==> src/sv/brb_pkg.sv <==
`timescale 1ns / 1ps
// ----------------------------------------------------------------------------
// brb_pkg
// Shared types, sizes and helper functions for the byte ring buffer.
// ----------------------------------------------------------------------------
package brb_pkg;

    localparam int DEPTH    = 256;
    localparam int MAX_RUN  = 64;

    // The ring never grows past 256 bytes, whatever the store depth.
    localparam int RING_MAX = (DEPTH < 256) ? DEPTH : 256;
    localparam int PTR_W    = $clog2(RING_MAX);

    localparam int LEN_W    = 9;
    localparam int DATA_W   = 8;
    localparam int RUN_W    = 7;
    localparam int OFF_W    = 8;
    localparam int FILL_W   = 8;
    localparam int STATUS_W = 3;

    localparam int QDEPTH   = 2;
    localparam int QPTR_W   = $clog2(QDEPTH);
    localparam int QCNT_W   = $clog2(QDEPTH + 1);

    localparam logic [LEN_W-1:0] CAP_RESET = LEN_W'(256);

    typedef enum logic [1:0] {
        ACT_PUT   = 2'd0,
        ACT_GET   = 2'd1,
        ACT_PEEK  = 2'd2,
        ACT_FLUSH = 2'd3
    } action_t;

    typedef enum logic [STATUS_W-1:0] {
        ST_OK     = 3'd0,
        ST_FULL   = 3'd1,
        ST_NOROOM = 3'd2,
        ST_EMPTY  = 3'd3,
        ST_SHORT  = 3'd4
    } status_t;

    typedef enum logic [1:0] {
        BK_IDLE,
        BK_GET,
        BK_PEEK
    } back_state_t;

    typedef struct packed {
        action_t             action;
        logic [DATA_W-1:0]   data_byte;
        logic [RUN_W-1:0]    run;
        logic [OFF_W-1:0]    peek_offset;
    } cmd_t;

    typedef struct packed {
        logic valid;
        cmd_t cmd;
    } q_head_t;

    function automatic logic [LEN_W-1:0] ring_len(input logic [LEN_W-1:0] cap);
        logic [LEN_W-1:0] len;
        if (cap < LEN_W'(2))
            len = LEN_W'(2);
        else if (cap > LEN_W'(RING_MAX))
            len = LEN_W'(RING_MAX);
        else
            len = cap;
        return len;
    endfunction

    function automatic logic [LEN_W-1:0] fill_of(input logic [PTR_W-1:0] wp,
                                                 input logic [PTR_W-1:0] rp,
                                                 input logic [LEN_W-1:0] len);
        logic [LEN_W-1:0] f;
        if (wp >= rp)
            f = LEN_W'(wp) - LEN_W'(rp);
        else
            f = len + LEN_W'(wp) - LEN_W'(rp);
        return f;
    endfunction

    function automatic logic [PTR_W-1:0] ptr_inc(input logic [PTR_W-1:0] p,
                                                 input logic [LEN_W-1:0] len);
        logic [PTR_W-1:0] n;
        if (LEN_W'(p) + LEN_W'(1) >= len)
            n = '0;
        else
            n = p + PTR_W'(1);
        return n;
    endfunction

    function automatic logic [RUN_W-1:0] clamp_run(input logic [RUN_W-1:0] rl);
        logic [RUN_W-1:0] r;
        if (rl == '0)
            r = RUN_W'(1);
        else if (rl > RUN_W'(MAX_RUN))
            r = RUN_W'(MAX_RUN);
        else
            r = rl;
        return r;
    endfunction

endpackage

==> src/sv/byte_ring_buffer_with_peek.sv <==
`timescale 1ns / 1ps
// ----------------------------------------------------------------------------
// byte_ring_buffer_with_peek
// Byte ring buffer with all-or-nothing put runs, get runs, peek and flush.
// ----------------------------------------------------------------------------
// Usage:
//   Input channel (item_valid / item_stall) carries one command per
//   transaction: put one byte, get a run, peek at an offset, or flush.
//   Result channel (result_valid / result_stall) returns data_out, status,
//   last and fill_level; last marks the final result of a command.
//   capacity_we / capacity_wdata set the ring length and empty the ring;
//   write it only while no command is outstanding.
// Timing:
//   A two-entry command queue sits between the decoder and the executor.
//   Put, flush and error results pass through the queue entry and the
//   result register, one per cycle sustained while result_stall is low.
//   A peek also passes through the registered store read; the executor
//   takes no new command until its result is loaded. A get run takes the
//   same path for its first byte, then one byte per cycle while result_stall is low.
// Reset clears both pointers, any put run and sets capacity to 256. While
//   result_stall is high a valid result holds; the queue keeps taking
//   commands until it fills, then item_stall rises.
// ----------------------------------------------------------------------------
module byte_ring_buffer_with_peek (
    input  logic                            clk,
    input  logic                            rst_n,
    input  logic                            capacity_we,
    input  logic [brb_pkg::LEN_W-1:0]       capacity_wdata,
    input  logic                            item_valid,
    output logic                            item_stall,
    input  logic [1:0]                      action,
    input  logic [brb_pkg::DATA_W-1:0]      data_byte,
    input  logic [brb_pkg::RUN_W-1:0]       run_length,
    input  logic [brb_pkg::OFF_W-1:0]       peek_offset,
    output logic                            result_valid,
    input  logic                            result_stall,
    output logic [brb_pkg::DATA_W-1:0]      data_out,
    output logic [brb_pkg::STATUS_W-1:0]    status,
    output logic                            last,
    output logic [brb_pkg::FILL_W-1:0]      fill_level
);

    logic               q_full;
    logic               q_push;
    logic               q_pop;
    brb_pkg::cmd_t      q_cmd;
    brb_pkg::q_head_t   q_head;

    brb_front u_front (
        .item_valid  (item_valid),
        .item_stall  (item_stall),
        .action      (action),
        .data_byte   (data_byte),
        .run_length  (run_length),
        .peek_offset (peek_offset),
        .q_full      (q_full),
        .q_push      (q_push),
        .q_cmd       (q_cmd)
    );

    brb_cmd_queue u_queue (
        .clk      (clk),
        .rst_n    (rst_n),
        .push     (q_push),
        .push_cmd (q_cmd),
        .full     (q_full),
        .pop      (q_pop),
        .head     (q_head)
    );

    brb_back u_back (
        .clk            (clk),
        .rst_n          (rst_n),
        .capacity_we    (capacity_we),
        .capacity_wdata (capacity_wdata),
        .head           (q_head),
        .pop            (q_pop),
        .result_valid   (result_valid),
        .result_stall   (result_stall),
        .data_out       (data_out),
        .status         (status),
        .last           (last),
        .fill_level     (fill_level)
    );

endmodule

==> src/sv/brb_front.sv <==
`timescale 1ns / 1ps
// ----------------------------------------------------------------------------
// brb_front
// Accepts input transactions, decodes the action and normalizes the run
// length, then pushes one command into the command queue.
// ----------------------------------------------------------------------------
module brb_front (
    input  logic                          item_valid,
    output logic                          item_stall,
    input  logic [1:0]                    action,
    input  logic [brb_pkg::DATA_W-1:0]    data_byte,
    input  logic [brb_pkg::RUN_W-1:0]     run_length,
    input  logic [brb_pkg::OFF_W-1:0]     peek_offset,
    input  logic                          q_full,
    output logic                          q_push,
    output brb_pkg::cmd_t                 q_cmd
);

    brb_pkg::action_t act;

    always_comb
    begin
        unique case (action)
            2'd0:    act = brb_pkg::ACT_PUT;
            2'd1:    act = brb_pkg::ACT_GET;
            2'd2:    act = brb_pkg::ACT_PEEK;
            default: act = brb_pkg::ACT_FLUSH;
        endcase
    end

    always_comb
    begin
        q_cmd.action      = act;
        q_cmd.data_byte   = data_byte;
        q_cmd.run         = brb_pkg::clamp_run(run_length);
        q_cmd.peek_offset = peek_offset;
    end

    assign item_stall = q_full;
    assign q_push     = item_valid && !q_full;

endmodule

==> src/sv/brb_cmd_queue.sv <==
`timescale 1ns / 1ps
// ----------------------------------------------------------------------------
// brb_cmd_queue
// Short command FIFO between the front decoder and the back executor.
// ----------------------------------------------------------------------------
module brb_cmd_queue (
    input  logic                clk,
    input  logic                rst_n,
    input  logic                push,
    input  brb_pkg::cmd_t       push_cmd,
    output logic                full,
    input  logic                pop,
    output brb_pkg::q_head_t    head
);

    brb_pkg::cmd_t                   entry_reg [brb_pkg::QDEPTH];
    logic [brb_pkg::QPTR_W-1:0]      wr_ptr_reg, wr_ptr_next;
    logic [brb_pkg::QPTR_W-1:0]      rd_ptr_reg, rd_ptr_next;
    logic [brb_pkg::QCNT_W-1:0]      cnt_reg, cnt_next;

    always_comb
    begin
        wr_ptr_next = wr_ptr_reg;
        rd_ptr_next = rd_ptr_reg;
        cnt_next    = cnt_reg;
        if (push)
        begin
            if (wr_ptr_reg == brb_pkg::QPTR_W'(brb_pkg::QDEPTH - 1))
                wr_ptr_next = '0;
            else
                wr_ptr_next = wr_ptr_reg + brb_pkg::QPTR_W'(1);
        end
        if (pop)
        begin
            if (rd_ptr_reg == brb_pkg::QPTR_W'(brb_pkg::QDEPTH - 1))
                rd_ptr_next = '0;
            else
                rd_ptr_next = rd_ptr_reg + brb_pkg::QPTR_W'(1);
        end
        if (push && !pop)
            cnt_next = cnt_reg + brb_pkg::QCNT_W'(1);
        else if (pop && !push)
            cnt_next = cnt_reg - brb_pkg::QCNT_W'(1);
    end

    always_ff @(posedge clk or negedge rst_n)
    begin
        if (!rst_n)
        begin
            wr_ptr_reg <= '0;
            rd_ptr_reg <= '0;
            cnt_reg    <= '0;
        end
        else
        begin
            wr_ptr_reg <= wr_ptr_next;
            rd_ptr_reg <= rd_ptr_next;
            cnt_reg    <= cnt_next;
        end
    end

    always_ff @(posedge clk)
    begin
        if (push)
            entry_reg[wr_ptr_reg] <= push_cmd;
    end

    assign full = (cnt_reg == brb_pkg::QCNT_W'(brb_pkg::QDEPTH));
    assign head = {(cnt_reg != '0), entry_reg[rd_ptr_reg]};

endmodule

==> src/sv/brb_back.sv <==
`timescale 1ns / 1ps
// ----------------------------------------------------------------------------
// brb_back
// Executes queued commands against the byte store and the ring pointers,
// and drives the result output register.
// ----------------------------------------------------------------------------
module brb_back (
    input  logic                            clk,
    input  logic                            rst_n,
    input  logic                            capacity_we,
    input  logic [brb_pkg::LEN_W-1:0]       capacity_wdata,
    input  brb_pkg::q_head_t                head,
    output logic                            pop,
    output logic                            result_valid,
    input  logic                            result_stall,
    output logic [brb_pkg::DATA_W-1:0]      data_out,
    output logic [brb_pkg::STATUS_W-1:0]    status,
    output logic                            last,
    output logic [brb_pkg::FILL_W-1:0]      fill_level
);

    logic [brb_pkg::DATA_W-1:0]  store_mem [brb_pkg::RING_MAX];
    logic [brb_pkg::DATA_W-1:0]  rd_data_reg;

    brb_pkg::back_state_t        state_reg, state_next;
    logic [brb_pkg::LEN_W-1:0]   cap_reg, cap_next;
    logic [brb_pkg::PTR_W-1:0]   wp_reg, wp_next;
    logic [brb_pkg::PTR_W-1:0]   rp_reg, rp_next;
    logic [brb_pkg::RUN_W-1:0]   put_rem_reg, put_rem_next;
    logic                        put_rej_reg, put_rej_next;
    logic [brb_pkg::RUN_W-1:0]   get_cnt_reg, get_cnt_next;

    logic                        out_valid_reg, out_valid_next;
    logic [brb_pkg::DATA_W-1:0]  data_out_reg, data_out_next;
    brb_pkg::status_t            status_reg, status_next;
    logic                        last_reg, last_next;
    logic [brb_pkg::FILL_W-1:0]  fill_reg, fill_next;

    logic [brb_pkg::LEN_W-1:0]   ring_cur;
    logic [brb_pkg::LEN_W-1:0]   fill_cur;
    logic [brb_pkg::LEN_W-1:0]   fill_after;
    logic [brb_pkg::LEN_W-1:0]   peek_sum;
    logic [brb_pkg::RUN_W-1:0]   rem_work;
    logic                        rej_work;
    logic                        out_free;
    logic                        out_load;
    logic                        mem_we;
    logic                        rd_en;
    logic [brb_pkg::PTR_W-1:0]   rd_addr;

    assign ring_cur = brb_pkg::ring_len(cap_reg);
    assign fill_cur = brb_pkg::fill_of(wp_reg, rp_reg, ring_cur);
    assign out_free = !out_valid_reg || !result_stall;

    always_comb
    begin
        peek_sum = brb_pkg::LEN_W'(rp_reg) + brb_pkg::LEN_W'(head.cmd.peek_offset);
        if (peek_sum >= ring_cur)
            peek_sum = peek_sum - ring_cur;
    end

    always_comb
    begin
        state_next     = state_reg;
        cap_next       = cap_reg;
        wp_next        = wp_reg;
        rp_next        = rp_reg;
        put_rem_next   = put_rem_reg;
        put_rej_next   = put_rej_reg;
        get_cnt_next   = get_cnt_reg;
        out_valid_next = out_valid_reg && result_stall;
        data_out_next  = data_out_reg;
        status_next    = status_reg;
        last_next      = last_reg;
        fill_next      = fill_reg;
        fill_after     = fill_cur;
        rem_work       = put_rem_reg;
        rej_work       = put_rej_reg;
        out_load       = 1'b0;
        pop            = 1'b0;
        mem_we         = 1'b0;
        rd_en          = 1'b0;
        rd_addr        = rp_reg;

        unique case (state_reg)
            brb_pkg::BK_IDLE:
            begin
                if (head.valid && out_free)
                begin
                    pop           = 1'b1;
                    data_out_next = '0;
                    status_next   = brb_pkg::ST_OK;
                    last_next     = 1'b1;
                    unique case (head.cmd.action)
                        brb_pkg::ACT_PUT:
                        begin
                            // Check room only on the first byte of a run.
                            if (put_rem_reg == '0)
                            begin
                                rem_work = head.cmd.run;
                                rej_work = (fill_cur == ring_cur - brb_pkg::LEN_W'(1)) ||
                                           (ring_cur - brb_pkg::LEN_W'(1) - fill_cur <
                                            brb_pkg::LEN_W'(head.cmd.run));
                            end
                            if (rej_work)
                            begin
                                if (fill_cur == ring_cur - brb_pkg::LEN_W'(1))
                                    status_next = brb_pkg::ST_FULL;
                                else
                                    status_next = brb_pkg::ST_NOROOM;
                            end
                            else
                            begin
                                mem_we  = 1'b1;
                                wp_next = brb_pkg::ptr_inc(wp_reg, ring_cur);
                            end
                            rem_work = rem_work - brb_pkg::RUN_W'(1);
                            if (rem_work == '0)
                                rej_work = 1'b0;
                            put_rem_next = rem_work;
                            put_rej_next = rej_work;
                            out_load     = 1'b1;
                        end
                        brb_pkg::ACT_GET:
                        begin
                            if (fill_cur == '0)
                            begin
                                status_next = brb_pkg::ST_EMPTY;
                                out_load    = 1'b1;
                            end
                            else if (fill_cur < brb_pkg::LEN_W'(head.cmd.run))
                            begin
                                status_next = brb_pkg::ST_SHORT;
                                out_load    = 1'b1;
                            end
                            else
                            begin
                                rd_en        = 1'b1;
                                rd_addr      = rp_reg;
                                get_cnt_next = head.cmd.run;
                                state_next   = brb_pkg::BK_GET;
                            end
                        end
                        brb_pkg::ACT_PEEK:
                        begin
                            if (fill_cur == '0)
                            begin
                                status_next = brb_pkg::ST_EMPTY;
                                out_load    = 1'b1;
                            end
                            else if (brb_pkg::LEN_W'(head.cmd.peek_offset) >= fill_cur)
                            begin
                                status_next = brb_pkg::ST_SHORT;
                                out_load    = 1'b1;
                            end
                            else
                            begin
                                rd_en      = 1'b1;
                                rd_addr    = peek_sum[brb_pkg::PTR_W-1:0];
                                state_next = brb_pkg::BK_PEEK;
                            end
                        end
                        brb_pkg::ACT_FLUSH:
                        begin
                            wp_next      = '0;
                            rp_next      = '0;
                            put_rem_next = '0;
                            put_rej_next = 1'b0;
                            out_load     = 1'b1;
                        end
                    endcase
                end
            end
            brb_pkg::BK_GET:
            begin
                if (out_free)
                begin
                    // Hand out the fetched byte and prefetch the next one.
                    rp_next       = brb_pkg::ptr_inc(rp_reg, ring_cur);
                    rd_en         = 1'b1;
                    rd_addr       = rp_next;
                    data_out_next = rd_data_reg;
                    status_next   = brb_pkg::ST_OK;
                    last_next     = (get_cnt_reg == brb_pkg::RUN_W'(1));
                    out_load      = 1'b1;
                    get_cnt_next  = get_cnt_reg - brb_pkg::RUN_W'(1);
                    if (get_cnt_reg == brb_pkg::RUN_W'(1))
                        state_next = brb_pkg::BK_IDLE;
                end
            end
            brb_pkg::BK_PEEK:
            begin
                if (out_free)
                begin
                    data_out_next = rd_data_reg;
                    status_next   = brb_pkg::ST_OK;
                    last_next     = 1'b1;
                    out_load      = 1'b1;
                    state_next    = brb_pkg::BK_IDLE;
                end
            end
            default:
            begin
                state_next = brb_pkg::BK_IDLE;
            end
        endcase

        if (out_load)
        begin
            out_valid_next = 1'b1;
            fill_after     = brb_pkg::fill_of(wp_next, rp_next, ring_cur);
            fill_next      = fill_after[brb_pkg::FILL_W-1:0];
        end

        // A capacity write also empties the ring and drops any put run.
        if (capacity_we)
        begin
            cap_next     = capacity_wdata;
            wp_next      = '0;
            rp_next      = '0;
            put_rem_next = '0;
            put_rej_next = 1'b0;
        end
    end

    always_ff @(posedge clk or negedge rst_n)
    begin
        if (!rst_n)
        begin
            state_reg     <= brb_pkg::BK_IDLE;
            cap_reg       <= brb_pkg::CAP_RESET;
            wp_reg        <= '0;
            rp_reg        <= '0;
            put_rem_reg   <= '0;
            put_rej_reg   <= 1'b0;
            get_cnt_reg   <= '0;
            out_valid_reg <= 1'b0;
        end
        else
        begin
            state_reg     <= state_next;
            cap_reg       <= cap_next;
            wp_reg        <= wp_next;
            rp_reg        <= rp_next;
            put_rem_reg   <= put_rem_next;
            put_rej_reg   <= put_rej_next;
            get_cnt_reg   <= get_cnt_next;
            out_valid_reg <= out_valid_next;
        end
    end

    always_ff @(posedge clk)
    begin
        data_out_reg <= data_out_next;
        status_reg   <= status_next;
        last_reg     <= last_next;
        fill_reg     <= fill_next;
    end

    always_ff @(posedge clk)
    begin
        if (mem_we)
            store_mem[wp_reg] <= head.cmd.data_byte;
        if (rd_en)
            rd_data_reg <= store_mem[rd_addr];
    end

    assign result_valid = out_valid_reg;
    assign data_out     = data_out_reg;
    assign status       = status_reg;
    assign last         = last_reg;
    assign fill_level   = fill_reg;

`ifndef SYNTHESIS
    a_fill_bound: assert property (@(posedge clk) disable iff (!rst_n)
        fill_cur < ring_cur)
        else $error("fill level reached ring length");

    a_wp_bound: assert property (@(posedge clk) disable iff (!rst_n)
        brb_pkg::LEN_W'(wp_reg) < ring_cur)
        else $error("write pointer outside ring");

    a_rp_bound: assert property (@(posedge clk) disable iff (!rst_n)
        brb_pkg::LEN_W'(rp_reg) < ring_cur)
        else $error("read pointer outside ring");

    a_get_cnt: assert property (@(posedge clk) disable iff (!rst_n)
        (state_reg == brb_pkg::BK_GET) |-> (get_cnt_reg != '0))
        else $error("get run active with zero bytes left");

    a_rej_run: assert property (@(posedge clk) disable iff (!rst_n)
        put_rej_reg |-> (put_rem_reg != '0))
        else $error("rejected put run with no bytes left");

    a_write_idle: assert property (@(posedge clk) disable iff (!rst_n)
        mem_we |-> (state_reg == brb_pkg::BK_IDLE && head.valid))
        else $error("store written outside a put command");
`endif

endmodule
==> config.mk <==
export PLATFORM = sky130hd
export DESIGN_NAME = byte_ring_buffer_with_peek
export DESIGN_NICKNAME = d
export VERILOG_FILES = /design/src/sv/brb_pkg.sv /design/src/sv/byte_ring_buffer_with_peek.sv /design/src/sv/brb_front.sv /design/src/sv/brb_cmd_queue.sv /design/src/sv/brb_back.sv
export SDC_FILE = /design/constraint.sdc
export NUM_CORES = 2
export LEC_CHECK = 0
export BUFFER_PORTS_ARGS = -buffer_cell sky130_fd_sc_hd__clkbuf_2
export CORE_UTILIZATION = 40
export CTS_CLUSTER_DIAMETER = 50
export CTS_CLUSTER_SIZE = 28
export DETAILED_ROUTE_END_ITERATION = 7
export GPL_TIMING_DRIVEN = 0
export PLACE_DENSITY = 0.55
export SLEW_MARGIN = 25
export SYNTH_ARGS = -nofsm -noshare
export SYNTH_HDL_FRONTEND = slang
export SYNTH_HIERARCHICAL = 1
export SYNTH_SLANG_ARGS = --single-unit
==> constraint.sdc <==
create_clock -name clk -period 24.6 [get_ports clk]
set_input_delay 4.92 -clock clk [delete_from_list [all_inputs] [get_ports clk]]
set_output_delay 4.92 -clock clk [all_outputs]
set_load 0.02 [all_outputs]
# Word level (Yosys, flattened, before mapping)
# Memory sizes are Yosys's and may differ from the RTL's. A register that Yosys moved wholly into a read port is not among the register bits.
# Cells that the tools add are included.
# op_classes
mul	0
n_div	0
n_addsub	20
n_mux	105
n_eq_ne	23
n_reduce_logical	34
bitwise_logic	0
magnitude_cmp	11
n_shift	0
# op_table
op	count
$mux W8	18
$mux W7	14
$pmux W8 S2	4
$mux W1	35
$pmux W7 S2	2
$ge A9 B9 Y1	3
$mux W9	3
$sub A8 B8 Y8	3
$mux W2	11
$logic_not A7 Y1	3
$mux W3	7
$add A8 B1 Y9 const B	2
$lt A9 B7 Y1	2
$add A8 B1 Y8 const B	2
$ge A8 B8 Y1	2
$ne A3 B3 Y1 const B	5
$sub A7 B1 Y7 const B	2
$pmux W2 S3	2
$reduce_bool A2 Y1	6
$eq A2 B2 Y1 const B	5
$ne A2 B1 Y1 const B	5
$add A8 B8 Y9	1
$add A9 B8 Y9	1
$eq A9 B9 Y1	1
31 further kinds	54
# word_totals
latchBits	0
register_bits	67
out_inout_bits	22
ram_bits	2098
mem_bits_ro	0
input_bits	39
n_memories	2
# memory_table
name	words	word_bits	read_ports	rd_ports_with_merged_regs	write_ports	line	text
u_back.store_mem	256	8	1	1	1	brb_back.sv:22	logic [brb_pkg::DATA_W-1:0] store_mem [brb_pkg::RING_MAX];
u_queue.entry_reg	2	25	1	0	1	brb_cmd_queue.sv:16	brb_pkg::cmd_t entry_reg [brb_pkg::QDEPTH];

# Depth between registers and ports, before layout
# logic_depth
word_depth	20
depth_mapped	42
ltp_nobuf	41

# Hierarchy
# Netlist, hierarchy kept.
# modules_own_cells
module	seq_area_each_um2	n_inst	area_each_um2	cells_per_inst
brb_back	63417.1	1	89697.3	7197
brb_cmd_queue	1601.5	1	2094.5	94
brb_front	0.0	1	205.2	29

# Least setup slack after synthesis
# OpenSTA, ideal clock, no wires.
# synth_path
path_kind	in2reg
startpoint	input port result_stall
endpoint	register u_back.fill_reg, in the netlist u_back/fill_level[7] (data pin)
setup_slack_ns	15.809
setup_ns	0.269
n_path_buf	1
stages	17
t_arrival_ns	8.522
cell_sequence	nand2_1 and3_1 clkbuf_1 nand2_1 or3_1 o21ai_0 fa_1 ha_1 a21o_1 a21oi_1 o21bai_1 a21oi_1 o21bai_1 a21oi_1 xnor2_1 xnor2_1 a21oi_1
# synth_via
elab_chain_cells	8
# synth_rtl
element	line	text
start: declaration	byte_ring_buffer_with_peek.sv:36	input logic result_stall,
$logic_not A1 Y1 (*)	brb_back.sv:53	assign out_free = !out_valid_reg || !result_stall;
$logic_or A1 B1 Y1 (*)	brb_back.sv:53	
$logic_and A1 B1 Y1	brb_back.sv:88	if (head.valid && out_free)
$mux W8	brb_back.sv:88	
$mux W8	brb_back.sv:85	unique case (state_reg)
$add A8 B8 Y8	brb_pkg.sv:79	f = len + LEN_W'(wp) - LEN_W'(rp);
$sub A8 B8 Y8	brb_pkg.sv:79	
$mux W8 (*)	brb_pkg.sv:76	if (wp >= rp)
end signal: assignment	brb_back.sv:257	fill_reg <= fill_next;
end: declaration	brb_back.sv:37	logic [brb_pkg::FILL_W-1:0] fill_reg, fill_next;
# Mark *: on every way between the ends. The rest lies on a longest branch, timed or not.
# A chain may end at the register's enable or synchronous reset.

# Worst setup path in the final report
# layout_path
startpoint	register u_back/cap_reg[3] in the netlist's numbering
endpoint	register u_back/rd_data_reg[2] in the netlist's numbering (read register of u_back.store_mem) (data pin)
# layout_via
elab_chain_cells	12
# layout_rtl
element	line	text
start: declaration	brb_back.sv:26	logic [brb_pkg::LEN_W-1:0] cap_reg, cap_next;
start signal: assignment	brb_back.sv:231	cap_reg <= brb_pkg::CAP_RESET;
start signal: assignment	brb_back.sv:242	cap_reg <= cap_next;
$gt A9 B9 Y1	brb_pkg.sv:65	else if (cap > LEN_W'(RING_MAX))
$mux W9	brb_pkg.sv:65	
$mux W9 (*)	brb_pkg.sv:63	if (cap < LEN_W'(2))
$add A9 B8 Y9	brb_pkg.sv:79	
$sub A9 B8 Y9	brb_pkg.sv:79	
$mux W9	brb_pkg.sv:76	
$ge A8 B9 Y1 or $lt A9 B7 Y1 (tied branches)	brb_back.sv:151, brb_back.sv:131	
$mux W1, or another cell as far along	brb_back.sv:151	else if (brb_pkg::LEN_W'(head.cmd.peek_offset) >= fill_cur)
$mux W1, or another cell as far along	brb_back.sv:146	if (fill_cur == '0)
$pmux W1 S2 or $mux W8 (tied branches)	-	
$mux W1 or $mux W8 (tied branches)	brb_back.sv:88	
$pmux W1 S2 or $pmux W8 S2 (tied branches)	brb_back.sv:85	
end: declaration	brb_back.sv:23	logic [brb_pkg::DATA_W-1:0] rd_data_reg;
# Marked as above.

==> results.py <==
metrics = {
    "sta": {
        "hold_violations": 0,
        "max_freq_mhz": 88.2,
        "fin_crit_ps": 11340,
        "setup_viol": 0,
        "period_share_pct": 46.1,
        "tns_ps": 0,
        "max-slew-margin-rel_pct": 13.0,
        "rsz0062_at_grt": "false",
        "worst_slew_pin_slew_ps": 1290,
        "fin_skew_ps": 54.7,
        "slew_violations": 0,
    },
    "global_route": {
        "grt_start_max_net_pins": 119,
        "grt_pass1_vias": 59841,
        "antenna_found_initial": 16,
        "grt_pass1_wl_mm": 470,
        "grt_usage_pct": 29.3,
        "overflow": 0,
    },
    "logic_synthesis": {
        "syn_avg_cell_area_um2": 12.6,
        "ys_seq_elements": 2173,
        "syn_area_um2": 92000,
        "netlist_instances": 7320,
        "yosysWarnings": 6,
        "syn-num-nets": 7496,
        "synth_edf_count": 2126,
        "synth_cell_types": 88,
        "async_flop_share_pct": 2.16,
        "yosys_most_used_dff": "edfxtp_1",
        "seq_area_frac_synth_pct": 70.7,
    },
    "final_layout": {
        "fill_cells": 20388,
        "final_net_count": 7808,
        "final_common_cell": "edfxtp_1",
        "drive_above_1_share_pct": 11.2,
        "syn2layout_area_growth_pct": 14.3,
        "fin_area_um2": 105000,
        "layout_common_cells": "2126 x edfxtp_1, 1842 x nand2_1, 1290 x nand3_1",
        "largest_reg_flops": 2048,
    },
    "hold_path": {
        "hold_class": "reg2reg",
    },
    "power": {
        "ir_worst_vdd_mv": 0.0883,
        "p_total_mw": 11.9,
        "p_leak_nw": 36.5,
        "cellPowerDensity_nw_per_um2": 113,
    },
    "cts": {
        "cts_resized": 0,
        "clk_latency_ps": 890,
        "cts_hold_buffers": 0,
        "cts_buffers": 216,
        "clkTransAtPathRegs_ps": 70,
        "cts_num_sinks": 2173,
        "postCtsSetupRepairBufs": 0,
        "clockBufferDepth": 3,
        "clockRootBuffer": "clkbuf_16",
        "cts_tree": "yes",
        "htreeDepth": 4,
    },
    "setup_path": {
        "cp-end-kind": "register",
        "cp_max_fo": 10,
        "cp.arrival_ps": 11860,
        "critPathKind": "reg2reg",
        "worstPathRequired_ps": 25120,
        "startpoint_type": "register",
    },
    "drt": {
        "vias": 64114,
        "vias_per_cell": 5.91,
        "wl_per_cell_um": 31.7,
        "drc": 0,
        "drt-initial-drc-count": 9335,
        "dr.pass1.iters": 8,
        "drt_wl_total_mm": 344,
        "ant_nets": 0,
    },
    "die": {
        "initial_core_util_pct": 40.4,
        "die_y_um": 482,
        "die_w_um": 482,
        "rows": 175,
        "ioPinCount": 61,
        "die-area_um2": 232000,
        "core_area_um2": 228000,
    },
    "placed_design": {
        "io_buffers": 42,
        "hpwlAfterDp_mm": 248,
        "placed_area_um2": 97500,
        "gp_congestion": 0.997,
    },
    "flow_run": {
        "max-cap-violations": 0,
    },
    "status": {
        "status": "finished clean",
    },
}
==> metal layers <==
layer	share of wire [%]	routed length, µm	GRT usage (%)	vias up
met3	11	36800	6.70	755
met5	0.0041	14	0	-
met2	44	152000	44.2	3722
li1	-	-	-	27222
met4	6.6	22700	16.8	2
met1	39	133000	38.9	32413
==> path summary, 6_finish.rpt <==
| check | to | cells past startpoint | from | slack [ps] |
|---|---|---|---|---|
| max | u_back/rd_data_reg[2] | 25 | u_back/cap_reg[3] | 13260 |
| min | u_queue/cnt_reg[1] | 1 | u_queue/cnt_reg[1] | 480 |
| max reg2reg | u_back/rd_data_reg[2] | 25 | u_back/cap_reg[3] | 13260 |
| min reg2reg | u_queue/cnt_reg[1] | 1 | u_queue/cnt_reg[1] | 480 |
| max in group asynchronous | u_back/cap_reg[8] | 2 | rst_n | 20030 |
| min in group asynchronous | u_queue/wr_ptr_reg | 1 | rst_n | 4020 |
==> per-stage QoR <==
step / setup WS [ps] / cells / util [%] / hold slack, ps
floorplan: 15810 / 7320 / - / 447
global placement: 12520 / 10371 / 42.1 / 467
detailed placement: 12910 / 10423 / 42.8 / 463
CTS: 13650 / 10835 / 46.1 / 484
global route: 13190 / 10837 / 46.1 / 525
finish: 13260 / 10844 / 46.1 / 481
==> where the power goes <==
group          internal, mW  switching [mW]
Clock                  1.89            1.61
Sequential             4.58          0.0330
Combinational         0.945            2.85
Total                  7.41            4.49
==> final cells by class <==
| type | instances | area [µm²] | area share [%] |
|---|---|---|---|
| Sequential cell | 2173 | 65000 | 61.8 |
| Inverter | 115 | 432 | 0.411 |
| Antenna cell | 9 | 22.5 | 0.0214 |
| Clock buffer | 235 | 5590 | 5.32 |
| Multi-Input combinational cell | 4586 | 24700 | 23.5 |
| Buffer | 446 | 2230 | 2.12 |
| Clock inverter | 177 | 2000 | 1.90 |
| Timing Repair Buffer | 94 | 1410 | 1.34 |
| Tap cell | 3009 | 3760 | 3.58 |
==> cells in the mapped netlist, drive strengths merged, types with 10 or more instances <==
cell type	count	area (µm²)
xnor2	44	385
mux2	39	510
o21ai	71	355
nand4	69	432
nand2b	15	93.8
fa	20	400
xor2	25	219
or3	12	75.1
dfrtp	46	1150
nor4	45	288
nor2	340	1280
nand2	1842	6910
ha	117	1460
o21a	11	82.6
a32oi	14	123
buf	261	1510
mux2i	227	2270
and2	16	100
inv	114	428
edfxtp	2126	63800
a21o	32	241
nor2b	25	156
a22oi	32	240
a41oi	32	280
o31ai	14	105
clkbuf	185	694
a31oi	21	131
a21oi	84	428
o21bai	10	75.1
nand3	1290	6460
nor3	23	125
==> cells by family after synthesis <==
| group | Yosys count | synth area share [%] |
|---|---|---|
| fa+ha+maj | 137 | 2.03 |
| flops | 2173 | 70.7 |
| mux | 275 | 3.25 |
| compound gates | 388 | 2.89 |
| simple gates | 3717 | 17.6 |
| xor+xnor | 69 | 0.657 |
| buf+inv | 561 | 2.86 |
==> worst max-delay path: stages (launching register included) <==
cell       delay (ps)
dfrtp_1           410
or4_1             560
or3_1             350
a21oi_1           560
fa_1              570
ha_1              320
a211oi_2          320
o21ai_0           160
a21oi_1           190
xnor2_1           120
mux2i_1           390
ha_1              340
a2111oi_0         370
a21oi_1           190
o211ai_1          260
nand2_1           200
buf_2             230
or2_2             360
a21oi_1           890
nand2b_1          540
nor3_2           1070
buf_2             560
nand3_1           230
nand3_1           530
nor4_2            260
nor4_1            990
No activity file was read; power rests on OpenSTA's default activity.
